## src/rtl/dakf_pkg.sv

```systemverilog
// ============================================================================
// dakf_pkg: shared types and constants for the dual-axis Kalman fusion block
// Payload structs, configuration register indexes, controller states and the
// command bundle passed from the controller to the datapath.
// ============================================================================
`default_nettype none

package dakf_pkg;

    // Default parameter values
    localparam int DEF_NUM_AXES  = 2;
    localparam int DEF_FRAC_BITS = 16;

    // Word width of positions and variances
    localparam int DATA_W = 32;

    // Configuration register map
    localparam int CFG_IDX_W = 1;
    localparam logic [CFG_IDX_W-1:0] REG_PROCESS_NOISE = 1'b0;
    localparam logic [CFG_IDX_W-1:0] REG_MEASURE_NOISE = 1'b1;

    // Configuration reset values (unsigned Q16.16)
    localparam logic [DATA_W-1:0] PROCESS_NOISE_RST = 32'd65;
    localparam logic [DATA_W-1:0] MEASURE_NOISE_RST = 32'd65536;

    // Input transaction payload
    typedef struct packed {
        logic                     channel;
        logic signed [DATA_W-1:0] measurement;
        logic signed [DATA_W-1:0] displacement;
    } t_in;

    // Output transaction payload
    typedef struct packed {
        logic                     channel_out;
        logic signed [DATA_W-1:0] estimate;
    } t_out;

    // Controller states
    typedef enum logic [2:0] {
        S_IDLE,
        S_PRED,
        S_DEN,
        S_DIV,
        S_MULX,
        S_MULP,
        S_FIN
    } t_state;

    // Controller to datapath commands
    typedef struct packed {
        logic load;       // capture input transaction
        logic pred;       // predict x' and p'
        logic den;        // form p'+r, innovation, divider setup
        logic div_step;   // one restoring division step
        logic div_first;  // first division step feeds p'[0]
        logic mul_x;      // multiply gain by innovation
        logic mul_p;      // multiply (one-k) by p', finish estimate
        logic finish;     // write back state, load output register
    } t_cmd;

endpackage

`default_nettype wire

```

## src/rtl/dakf_ctrl.sv

```systemverilog
// ============================================================================
// dakf_ctrl: sequencing controller
// Steps one transaction through predict, divide, multiply and write-back,
// and owns the input ready and output valid handshake signals.
// ============================================================================
`default_nettype none

module dakf_ctrl #(
    parameter int FRAC_BITS = dakf_pkg::DEF_FRAC_BITS
) (
    input  wire             i_clk,
    input  wire             i_rst_n,
    input  wire             i_in_valid,
    output logic            o_in_ready,
    output logic            o_out_valid,
    input  wire             i_out_ready,
    output dakf_pkg::t_cmd  o_cmd
);

    localparam int CNT_W = $clog2(FRAC_BITS + 1);
    localparam logic [CNT_W-1:0] CNT_LAST = CNT_W'(FRAC_BITS);

    dakf_pkg::t_state r_state, n_state;
    logic [CNT_W-1:0] r_cnt, n_cnt;
    logic             r_out_valid, n_out_valid;
    logic             out_free;

    // Output slot can take a new result this cycle
    assign out_free = !r_out_valid || i_out_ready;

    // State registers
    always_ff @(posedge i_clk) begin
        if (!i_rst_n) begin
            r_state     <= dakf_pkg::S_IDLE;
            r_cnt       <= '0;
            r_out_valid <= 1'b0;
        end else begin
            r_state     <= n_state;
            r_cnt       <= n_cnt;
            r_out_valid <= n_out_valid;
        end
    end

    // Next state and commands
    always_comb begin
        n_state     = r_state;
        n_cnt       = r_cnt;
        n_out_valid = r_out_valid && !i_out_ready;
        o_in_ready  = 1'b0;
        o_cmd       = '0;
        unique case (r_state)
            dakf_pkg::S_IDLE: begin
                o_in_ready = 1'b1;
                if (i_in_valid) begin
                    o_cmd.load = 1'b1;
                    n_state    = dakf_pkg::S_PRED;
                end
            end
            dakf_pkg::S_PRED: begin
                o_cmd.pred = 1'b1;
                n_state    = dakf_pkg::S_DEN;
            end
            dakf_pkg::S_DEN: begin
                o_cmd.den = 1'b1;
                n_cnt     = '0;
                n_state   = dakf_pkg::S_DIV;
            end
            dakf_pkg::S_DIV: begin
                o_cmd.div_step  = 1'b1;
                o_cmd.div_first = (r_cnt == '0);
                n_cnt           = r_cnt + 1'b1;
                if (r_cnt == CNT_LAST) begin
                    n_state = dakf_pkg::S_MULX;
                end
            end
            dakf_pkg::S_MULX: begin
                o_cmd.mul_x = 1'b1;
                n_state     = dakf_pkg::S_MULP;
            end
            dakf_pkg::S_MULP: begin
                o_cmd.mul_p = 1'b1;
                n_state     = dakf_pkg::S_FIN;
            end
            dakf_pkg::S_FIN: begin
                // hold here while the previous result is still pending
                if (out_free) begin
                    o_cmd.finish = 1'b1;
                    n_out_valid  = 1'b1;
                    n_state      = dakf_pkg::S_IDLE;
                end
            end
            default: begin
                n_state = dakf_pkg::S_IDLE;
            end
        endcase
    end

    assign o_out_valid = r_out_valid;

    // Checks
    a_accept_starts: assert property (@(posedge i_clk) disable iff (!i_rst_n)
        (r_state == dakf_pkg::S_IDLE && i_in_valid) |=> (r_state == dakf_pkg::S_PRED))
        else $error("accepted transaction did not start prediction");

    a_finish_shows: assert property (@(posedge i_clk) disable iff (!i_rst_n)
        o_cmd.finish |=> r_out_valid)
        else $error("finished result not presented");

    a_no_overwrite: assert property (@(posedge i_clk) disable iff (!i_rst_n)
        (r_state == dakf_pkg::S_FIN && r_out_valid && !i_out_ready)
            |=> (r_state == dakf_pkg::S_FIN && r_out_valid))
        else $error("pending result would be overwritten");

    a_div_count: assert property (@(posedge i_clk) disable iff (!i_rst_n)
        (r_state == dakf_pkg::S_DIV) |-> (r_cnt <= CNT_LAST))
        else $error("division step count overran");

endmodule

`default_nettype wire

```

## src/rtl/dakf_datapath.sv

```systemverilog
// ============================================================================
// dakf_datapath: filter state, noise registers and arithmetic
// Per-axis estimate and variance, a restoring gain divider with one quotient
// bit per cycle, and one shared signed multiplier for both update products.
// ============================================================================
`default_nettype none

module dakf_datapath #(
    parameter int NUM_AXES  = dakf_pkg::DEF_NUM_AXES,
    parameter int FRAC_BITS = dakf_pkg::DEF_FRAC_BITS
) (
    input  wire                               i_clk,
    input  wire                               i_rst_n,
    input  dakf_pkg::t_cmd                    i_cmd,
    input  dakf_pkg::t_in                     i_in_data,
    input  wire                               i_cfg_wr_en,
    input  wire  [dakf_pkg::CFG_IDX_W-1:0]    i_cfg_idx,
    input  wire  [dakf_pkg::DATA_W-1:0]       i_cfg_wdata,
    output dakf_pkg::t_out                    o_out_data
);

    localparam int DW     = dakf_pkg::DATA_W;
    localparam int AXIS_W = (NUM_AXES > 1) ? $clog2(NUM_AXES) : 1;
    localparam int K_W    = FRAC_BITS + 1;          // gain, 0..one
    localparam int E_W    = DW + 1;                 // innovation / zero-extended p'
    localparam int P_W    = K_W + 1 + E_W;          // product width
    localparam logic [K_W-1:0] ONE = {1'b1, {FRAC_BITS{1'b0}}};

    // Configuration
    logic [DW-1:0] r_q, r_r;

    // Filter state per axis
    logic signed [DW-1:0] r_x [NUM_AXES];
    logic        [DW-1:0] r_p [NUM_AXES];

    // Working registers for one transaction
    logic        [AXIS_W-1:0] r_ch;
    logic signed [DW-1:0]     r_z, r_d, r_xm, r_xn;
    logic        [DW-1:0]     r_pm;
    logic        [DW:0]       r_den;
    logic                     r_den_zero;
    logic signed [E_W-1:0]    r_e;
    logic        [DW:0]       r_rem;
    logic        [K_W-1:0]    r_quo;
    logic signed [P_W-1:0]    r_prod;
    dakf_pkg::t_out           r_out;

    // Combinational helpers
    logic signed [DW:0]   xsum;
    logic signed [DW-1:0] xm_sat;
    logic        [DW:0]   psum;
    logic        [DW-1:0] pm_sat;
    logic        [DW:0]   den_sum;
    logic        [DW+1:0] trial, diff;
    logic                 ge;
    logic        [K_W-1:0] gain, mul_a;
    logic signed [E_W-1:0] mul_b;
    logic signed [P_W-1:0] prod;
    logic signed [P_W-1:0] prod_sh;
    logic signed [DW+1:0]  xn_sum;

    // Configuration writes
    always_ff @(posedge i_clk) begin
        if (!i_rst_n) begin
            r_q <= dakf_pkg::PROCESS_NOISE_RST;
            r_r <= dakf_pkg::MEASURE_NOISE_RST;
        end else if (i_cfg_wr_en) begin
            unique case (i_cfg_idx)
                dakf_pkg::REG_PROCESS_NOISE: r_q <= i_cfg_wdata;
                dakf_pkg::REG_MEASURE_NOISE: r_r <= i_cfg_wdata;
                default: ;
            endcase
        end
    end

    // Predict: saturating x+d and p+q
    assign xsum   = {r_x[r_ch][DW-1], r_x[r_ch]} + {r_d[DW-1], r_d};
    assign xm_sat = (xsum[DW] != xsum[DW-1])
                    ? (xsum[DW] ? {1'b1, {(DW-1){1'b0}}} : {1'b0, {(DW-1){1'b1}}})
                    : xsum[DW-1:0];
    assign psum   = {1'b0, r_p[r_ch]} + {1'b0, r_q};
    assign pm_sat = psum[DW] ? {DW{1'b1}} : psum[DW-1:0];

    // Gain denominator
    assign den_sum = {1'b0, r_pm} + {1'b0, r_r};

    // Restoring division step; first step brings in p'[0]
    assign trial = {r_rem, (i_cmd.div_first ? r_pm[0] : 1'b0)};
    assign diff  = trial - {1'b0, r_den};
    assign ge    = (trial >= {1'b0, r_den});

    // Gain is one when the denominator is zero
    assign gain = r_den_zero ? ONE : r_quo;

    // Shared multiplier: k * e, then (one - k) * p'
    assign mul_a = i_cmd.mul_p ? (ONE - gain) : gain;
    assign mul_b = i_cmd.mul_p ? $signed({1'b0, r_pm}) : r_e;
    assign prod  = $signed({1'b0, mul_a}) * mul_b;

    // Floor shift of k*e and new estimate
    assign prod_sh = r_prod >>> FRAC_BITS;
    assign xn_sum  = {{2{r_xm[DW-1]}}, r_xm} + $signed(prod_sh[DW+1:0]);

    // Transaction working registers
    always_ff @(posedge i_clk) begin
        if (i_cmd.load) begin
            r_ch <= (NUM_AXES > 1) ? AXIS_W'(i_in_data.channel) : '0;
            r_z  <= i_in_data.measurement;
            r_d  <= i_in_data.displacement;
        end
        if (i_cmd.pred) begin
            r_xm <= xm_sat;
            r_pm <= pm_sat;
        end
        if (i_cmd.den) begin
            r_den      <= den_sum;
            r_den_zero <= (den_sum == '0);
            r_e        <= {r_z[DW-1], r_z} - {r_xm[DW-1], r_xm};
            r_rem      <= {2'b00, r_pm[DW-1:1]};
            r_quo      <= '0;
        end
        if (i_cmd.div_step) begin
            r_rem <= ge ? diff[DW:0] : trial[DW:0];
            r_quo <= {r_quo[K_W-2:0], ge};
        end
        if (i_cmd.mul_x || i_cmd.mul_p) begin
            r_prod <= prod;
        end
        if (i_cmd.mul_p) begin
            r_xn <= xn_sum[DW-1:0];
        end
        if (i_cmd.finish) begin
            r_out.channel_out <= r_ch[0];
            r_out.estimate    <= r_xn;
        end
    end

    // Filter state write-back
    always_ff @(posedge i_clk) begin
        if (!i_rst_n) begin
            for (int i = 0; i < NUM_AXES; i++) begin
                r_x[i] <= '0;
                r_p[i] <= DW'(ONE);
            end
        end else if (i_cmd.finish) begin
            r_x[r_ch] <= r_xn;
            r_p[r_ch] <= r_prod[FRAC_BITS +: DW];
        end
    end

    assign o_out_data = r_out;

endmodule

`default_nettype wire

```

## src/rtl/dual_axis_kalman_fusion.sv

```systemverilog
// ============================================================================
// dual_axis_kalman_fusion: per-axis scalar Kalman filter with control input
// Fuses a measured position with a dead-reckoning displacement, one filter
// per axis, signed Q16.16 positions and unsigned Q16.16 variances.
//
//  Port group | Direction | Handshake                     | Payload
//  -----------+-----------+-------------------------------+-----------------
//  input      | in        | i_in_valid / o_in_ready       | i_in_data (t_in)
//  output     | out       | o_out_valid / i_out_ready     | o_out_data (t_out)
//  config     | in        | i_cfg_wr_en (no wait)         | i_cfg_idx, i_cfg_wdata
//
// An accepted transaction steps through predict, denominator, division,
// both multiplies and write-back, then the block returns to idle for the
// next. The gain divider, one quotient bit per cycle, dominates that run.
// A finished result waits in the output register while the next transaction
// is accepted; write-back stalls only if that register is still full.
// Reset (synchronous, active low) clears state to estimate 0, variance one.
// ============================================================================
`default_nettype none

module dual_axis_kalman_fusion #(
    parameter int NUM_AXES  = dakf_pkg::DEF_NUM_AXES,
    parameter int FRAC_BITS = dakf_pkg::DEF_FRAC_BITS
) (
    input  wire                              i_clk,
    input  wire                              i_rst_n,
    input  wire                              i_in_valid,
    output logic                             o_in_ready,
    input  dakf_pkg::t_in                    i_in_data,
    output logic                             o_out_valid,
    input  wire                              i_out_ready,
    output dakf_pkg::t_out                   o_out_data,
    input  wire                              i_cfg_wr_en,
    input  wire  [dakf_pkg::CFG_IDX_W-1:0]   i_cfg_idx,
    input  wire  [dakf_pkg::DATA_W-1:0]      i_cfg_wdata
);

    dakf_pkg::t_cmd cmd;

    // Sequencer
    dakf_ctrl #(
        .FRAC_BITS (FRAC_BITS)
    ) u_ctrl (
        .i_clk       (i_clk),
        .i_rst_n     (i_rst_n),
        .i_in_valid  (i_in_valid),
        .o_in_ready  (o_in_ready),
        .o_out_valid (o_out_valid),
        .i_out_ready (i_out_ready),
        .o_cmd       (cmd)
    );

    // Arithmetic and state
    dakf_datapath #(
        .NUM_AXES  (NUM_AXES),
        .FRAC_BITS (FRAC_BITS)
    ) u_datapath (
        .i_clk       (i_clk),
        .i_rst_n     (i_rst_n),
        .i_cmd       (cmd),
        .i_in_data   (i_in_data),
        .i_cfg_wr_en (i_cfg_wr_en),
        .i_cfg_idx   (i_cfg_idx),
        .i_cfg_wdata (i_cfg_wdata),
        .o_out_data  (o_out_data)
    );

endmodule

`default_nettype wire
```

## config.mk

```make
export PLATFORM = sky130hd
export DESIGN_NAME = dual_axis_kalman_fusion
export DESIGN_NICKNAME = d
export VERILOG_FILES = /design/src/rtl/dakf_pkg.sv /design/src/rtl/dakf_ctrl.sv /design/src/rtl/dakf_datapath.sv /design/src/rtl/dual_axis_kalman_fusion.sv
export SDC_FILE = /design/constraint.sdc
export NUM_CORES = 2
export LEC_CHECK = 0
export BUFFER_PORTS_ARGS = -buffer_cell sky130_fd_sc_hd__buf_4
export CAP_MARGIN = 10
export CORE_ASPECT_RATIO = 1.25
export CORE_MARGIN = 4
export CORE_UTILIZATION = 44
export DETAILED_ROUTE_END_ITERATION = 8
export MAX_ROUTING_LAYER = met4
export PLACE_DENSITY = 0.71
export SYNTH_ARGS = -nofsm -noshare
export SYNTH_HDL_FRONTEND = slang
export SYNTH_SLANG_ARGS = --single-unit
```

## constraint.sdc

```tcl
create_clock -name i_clk -period 12.1 [get_ports i_clk]
set_input_delay 1.21 -clock i_clk [delete_from_list [all_inputs] [get_ports i_clk]]
set_output_delay 1.21 -clock i_clk [all_outputs]
set_load 0.03 [all_outputs]
```

==> flow_metrics.py <==
metrics = {
    "layout": {
        "drive_gt1_frac": 0.07911,
        "fillers": 9728,
        "layout_common_cells": "inv_1, nand2_1, fa_1",
        "final_nets": 5875,
        "fin_util": 0.4866,
        "syn2layout_area_growth_pct": 9.827,
        "final_common_cell": "inv_1",
        "instances_no_fill": 6432,
        "finalInstanceArea_um2": 52690,
    },
    "drt": {
        "routedWlPerCell_um": 20.34,
        "num_vias": 34828,
        "via_per_inst": 5.415,
        "dr.pass1.iters": 6,
        "ant_nets": 0,
        "drt_iter0_drc": 2312,
        "drc_errors": 0,
        "wl_mm": 130.8,
    },
    "timing": {
        "max_freq_mhz": 100.4,
        "setup_viol": 0,
        "relSlewSlack": 0.1994,
        "final.setup.tns_ns": 0,
        "drv_slew": 0,
        "hold_viol": 0,
        "rsz0062_at_grt": "no",
        "fin_skew_ns": 0.04184,
        "finalCriticalPeriod_ns": 9.955,
        "finalCritPeriodShare": 0.8228,
        "tightest_slew_ns": 1.197,
        "fin_ws_ns": 2.145,
        "hold_ws_ns": 0.4712,
    },
    "floorplan": {
        "dieArea_um2": 114400,
        "fp.dieW_um": 303.3,
        "num_io_pins": 138,
        "die_y_um": 377.2,
        "start_util": 0.4431,
        "fp-row-count": 135,
        "core_area_um2": 108300,
    },
    "critical_path": {
        "cpMostUsedCell": "fa_1",
        "critPathMaxFanout": 52,
        "crit_type": "reg -> reg",
        "cp-start-kind": "register",
        "crit_required_ns": 12.45,
        "crit_slowest_cell": "a211oi_1",
        "max_stage_delay_ns": 0.69,
        "cp-end-kind": "register",
        "cp_data_arrival_time_ns": 10.31,
    },
    "clock_tree": {
        "cts_buffers": 55,
        "root_buffer": "clkbuf_16",
        "cts_resized": 0,
        "post_cts_buffers": 0,
        "cts_max_level": 2,
        "cts_hold_buffers": 0,
        "insertion_delay_ns": 0.65,
        "clk_transition_reported_paths_ns": 0.07,
        "cts_tree": "built",
        "cts_buffer_depth": 3,
        "cts_num_sinks": 545,
    },
    "global_routing": {
        "grt_max_degree": 75,
        "grt-ovfl-total": 0,
        "track_usage": 0.2384,
        "grt_pass1_wl_mm": 204.1,
        "grt_pass1_vias": 36170,
        "antenna_found_initial": 1,
    },
    "placed_design": {
        "port_buffers": 137,
        "pre_cts_ws_ns": 2.391,
        "dp_cells": 6328,
        "placed_area_um2": 50740,
        "dpl.hpwl_mm": 103.6,
        "place_congestion": 1.015,
    },
    "yosys": {
        "synth_nets": 5793,
        "synth_edf_count": 471,
        "ys_ff_latch": 545,
        "synth-seq-area-share": 0.3257,
        "async_reset_ff_frac": 0,
        "synth_ff_type": "edfxtp_1",
        "yosys_warnings": 0,
        "syn_avg_cell_area_um2": 9.861,
        "syn_inst": 4865,
        "synth_area_um2": 47980,
        "ys_types": 84,
    },
    "power": {
        "ir_drop_v": 0.0001379,
        "leakage_nw": 23.34,
        "p_total_mw": 8.034,
        "power.density_nw_per_um2": 152.5,
    },
    "job": {
        "cap_violations": 0,
    },
    "outcome": {
        "outcome": "complete, no violations",
    },
    "min_path": {
        "min_path_type": "reg -> reg",
    },
}
-- worst max-delay path, delay by kind of cell, from the launching register on --
| kind | cells | cell delay [ns] |
|---|---|---|
| AO/OA/AOI/OAI | 12 | 3.60 |
| adder cells (fa/ha/maj) | 7 | 3.35 |
| buffers and inverters | 6 | 1.26 |
| AND/OR/NAND/NOR | 4 | 0.85 |
| flip-flops | 1 | 0.47 |
| XOR/XNOR | 1 | 0.12 |
-- registers in the layout, summed over array words and instances, names as in the netlist, named ones only --
register,count
u_datapath.r_z,32
u_datapath.r_quo,17
u_ctrl.o_out_valid,1
u_datapath.r_den_zero,1
u_datapath.r_den,33
u_datapath.r_xm,32
u_datapath.r_d,32
u_datapath.r_p,64
u_datapath.r_ch,1
u_datapath.r_prod,32
u_ctrl.r_state,3
u_datapath.r_e,33
u_datapath.o_out_data,33
u_ctrl.r_cnt,5
u_datapath.r_rem,33
u_datapath.r_pm,32
u_datapath.r_xn,32
u_datapath.r_r,32
u_datapath.r_x,64
u_datapath.r_q,32
-- report_power, final --
part / switching (mW) / internal (mW) / leakage, nW
combinational: 2.27 / 1.51 / 17.3
clock: 0.768 / 1.07 / 0.923
sequential: 0.0946 / 2.32 / 5.08
total: 3.14 / 4.90 / 23.3
-- kinds of logic after synthesis --
family                   share of synthesized area
AND/OR/NAND/NOR                             0.1430
buffers and inverters                      0.06971
adder cells (fa/ha/maj)                     0.2982
AO/OA/AOI/OAI                               0.1010
flip-flops                                  0.3257
XOR/XNOR                                   0.03834
multiplexers                               0.02399
-- metal layers --
metal | share of wire | global-route usage | vias to the layer above
li1 | - | - | 16146
met3 | 0.058 | 0.02618 | 331
met2 | 0.49 | 0.4005 | 1200
met4 | 0.062 | 0.1156 | 0
met1 | 0.39 | 0.2870 | 17151
met5 | 0 | - | -
-- cells in the mapped netlist, drive strengths merged, types with 12 or more instances --
cell / instances / area share
a211o: 12 / 0.0022
a211oi: 19 / 0.0031
a21boi: 70 / 0.011
a21o: 77 / 0.012
a21oi: 219 / 0.023
a31oi: 25 / 0.0034
and2: 147 / 0.019
and3: 38 / 0.0050
buf: 12 / 0.0012
clkbuf: 156 / 0.012
dfxtp: 74 / 0.031
edfxtp: 471 / 0.29
fa: 520 / 0.22
ha: 305 / 0.080
inv: 720 / 0.056
mux2: 64 / 0.015
mux2i: 43 / 0.0090
nand2: 665 / 0.052
nand2b: 57 / 0.0074
nand3: 42 / 0.0044
nand4: 22 / 0.0029
nor2: 399 / 0.031
nor2b: 45 / 0.0059
nor3: 60 / 0.0063
o211ai: 16 / 0.0025
o21a: 42 / 0.0066
o21ai: 156 / 0.016
o21bai: 27 / 0.0042
or3: 14 / 0.0018
xnor2: 132 / 0.024
xor2: 78 / 0.014
-- cell type report --
cell class / count / area [µm²] / area share
Multi-Input combinational cell: 3432 / 29160 / 0.5534
Sequential cell: 545 / 15630 / 0.2966
Inverter: 720 / 2705 / 0.05134
Tap cell: 1438 / 1799 / 0.03415
Timing Repair Buffer: 193 / 1449 / 0.02750
Clock buffer: 59 / 1413 / 0.02681
Clock inverter: 44 / 535.5 / 0.01016
Antenna cell: 1 / 2.502 / 0.00004749
-- path summary, 6_finish.rpt --
kind	slack (ns)	endpoint	cells after the start	startpoint
min reg2reg	0.47	u_datapath.r_r[0]	2	u_datapath.r_r[0]
max reg2reg	2.14	u_datapath.r_prod[47]	30	u_ctrl.r_state[2]
max	2.14	u_datapath.r_prod[47]	30	u_ctrl.r_state[2]
min	0.47	u_datapath.r_r[0]	2	u_datapath.r_r[0]
Note: power is estimated with default switching activity, not from simulation.
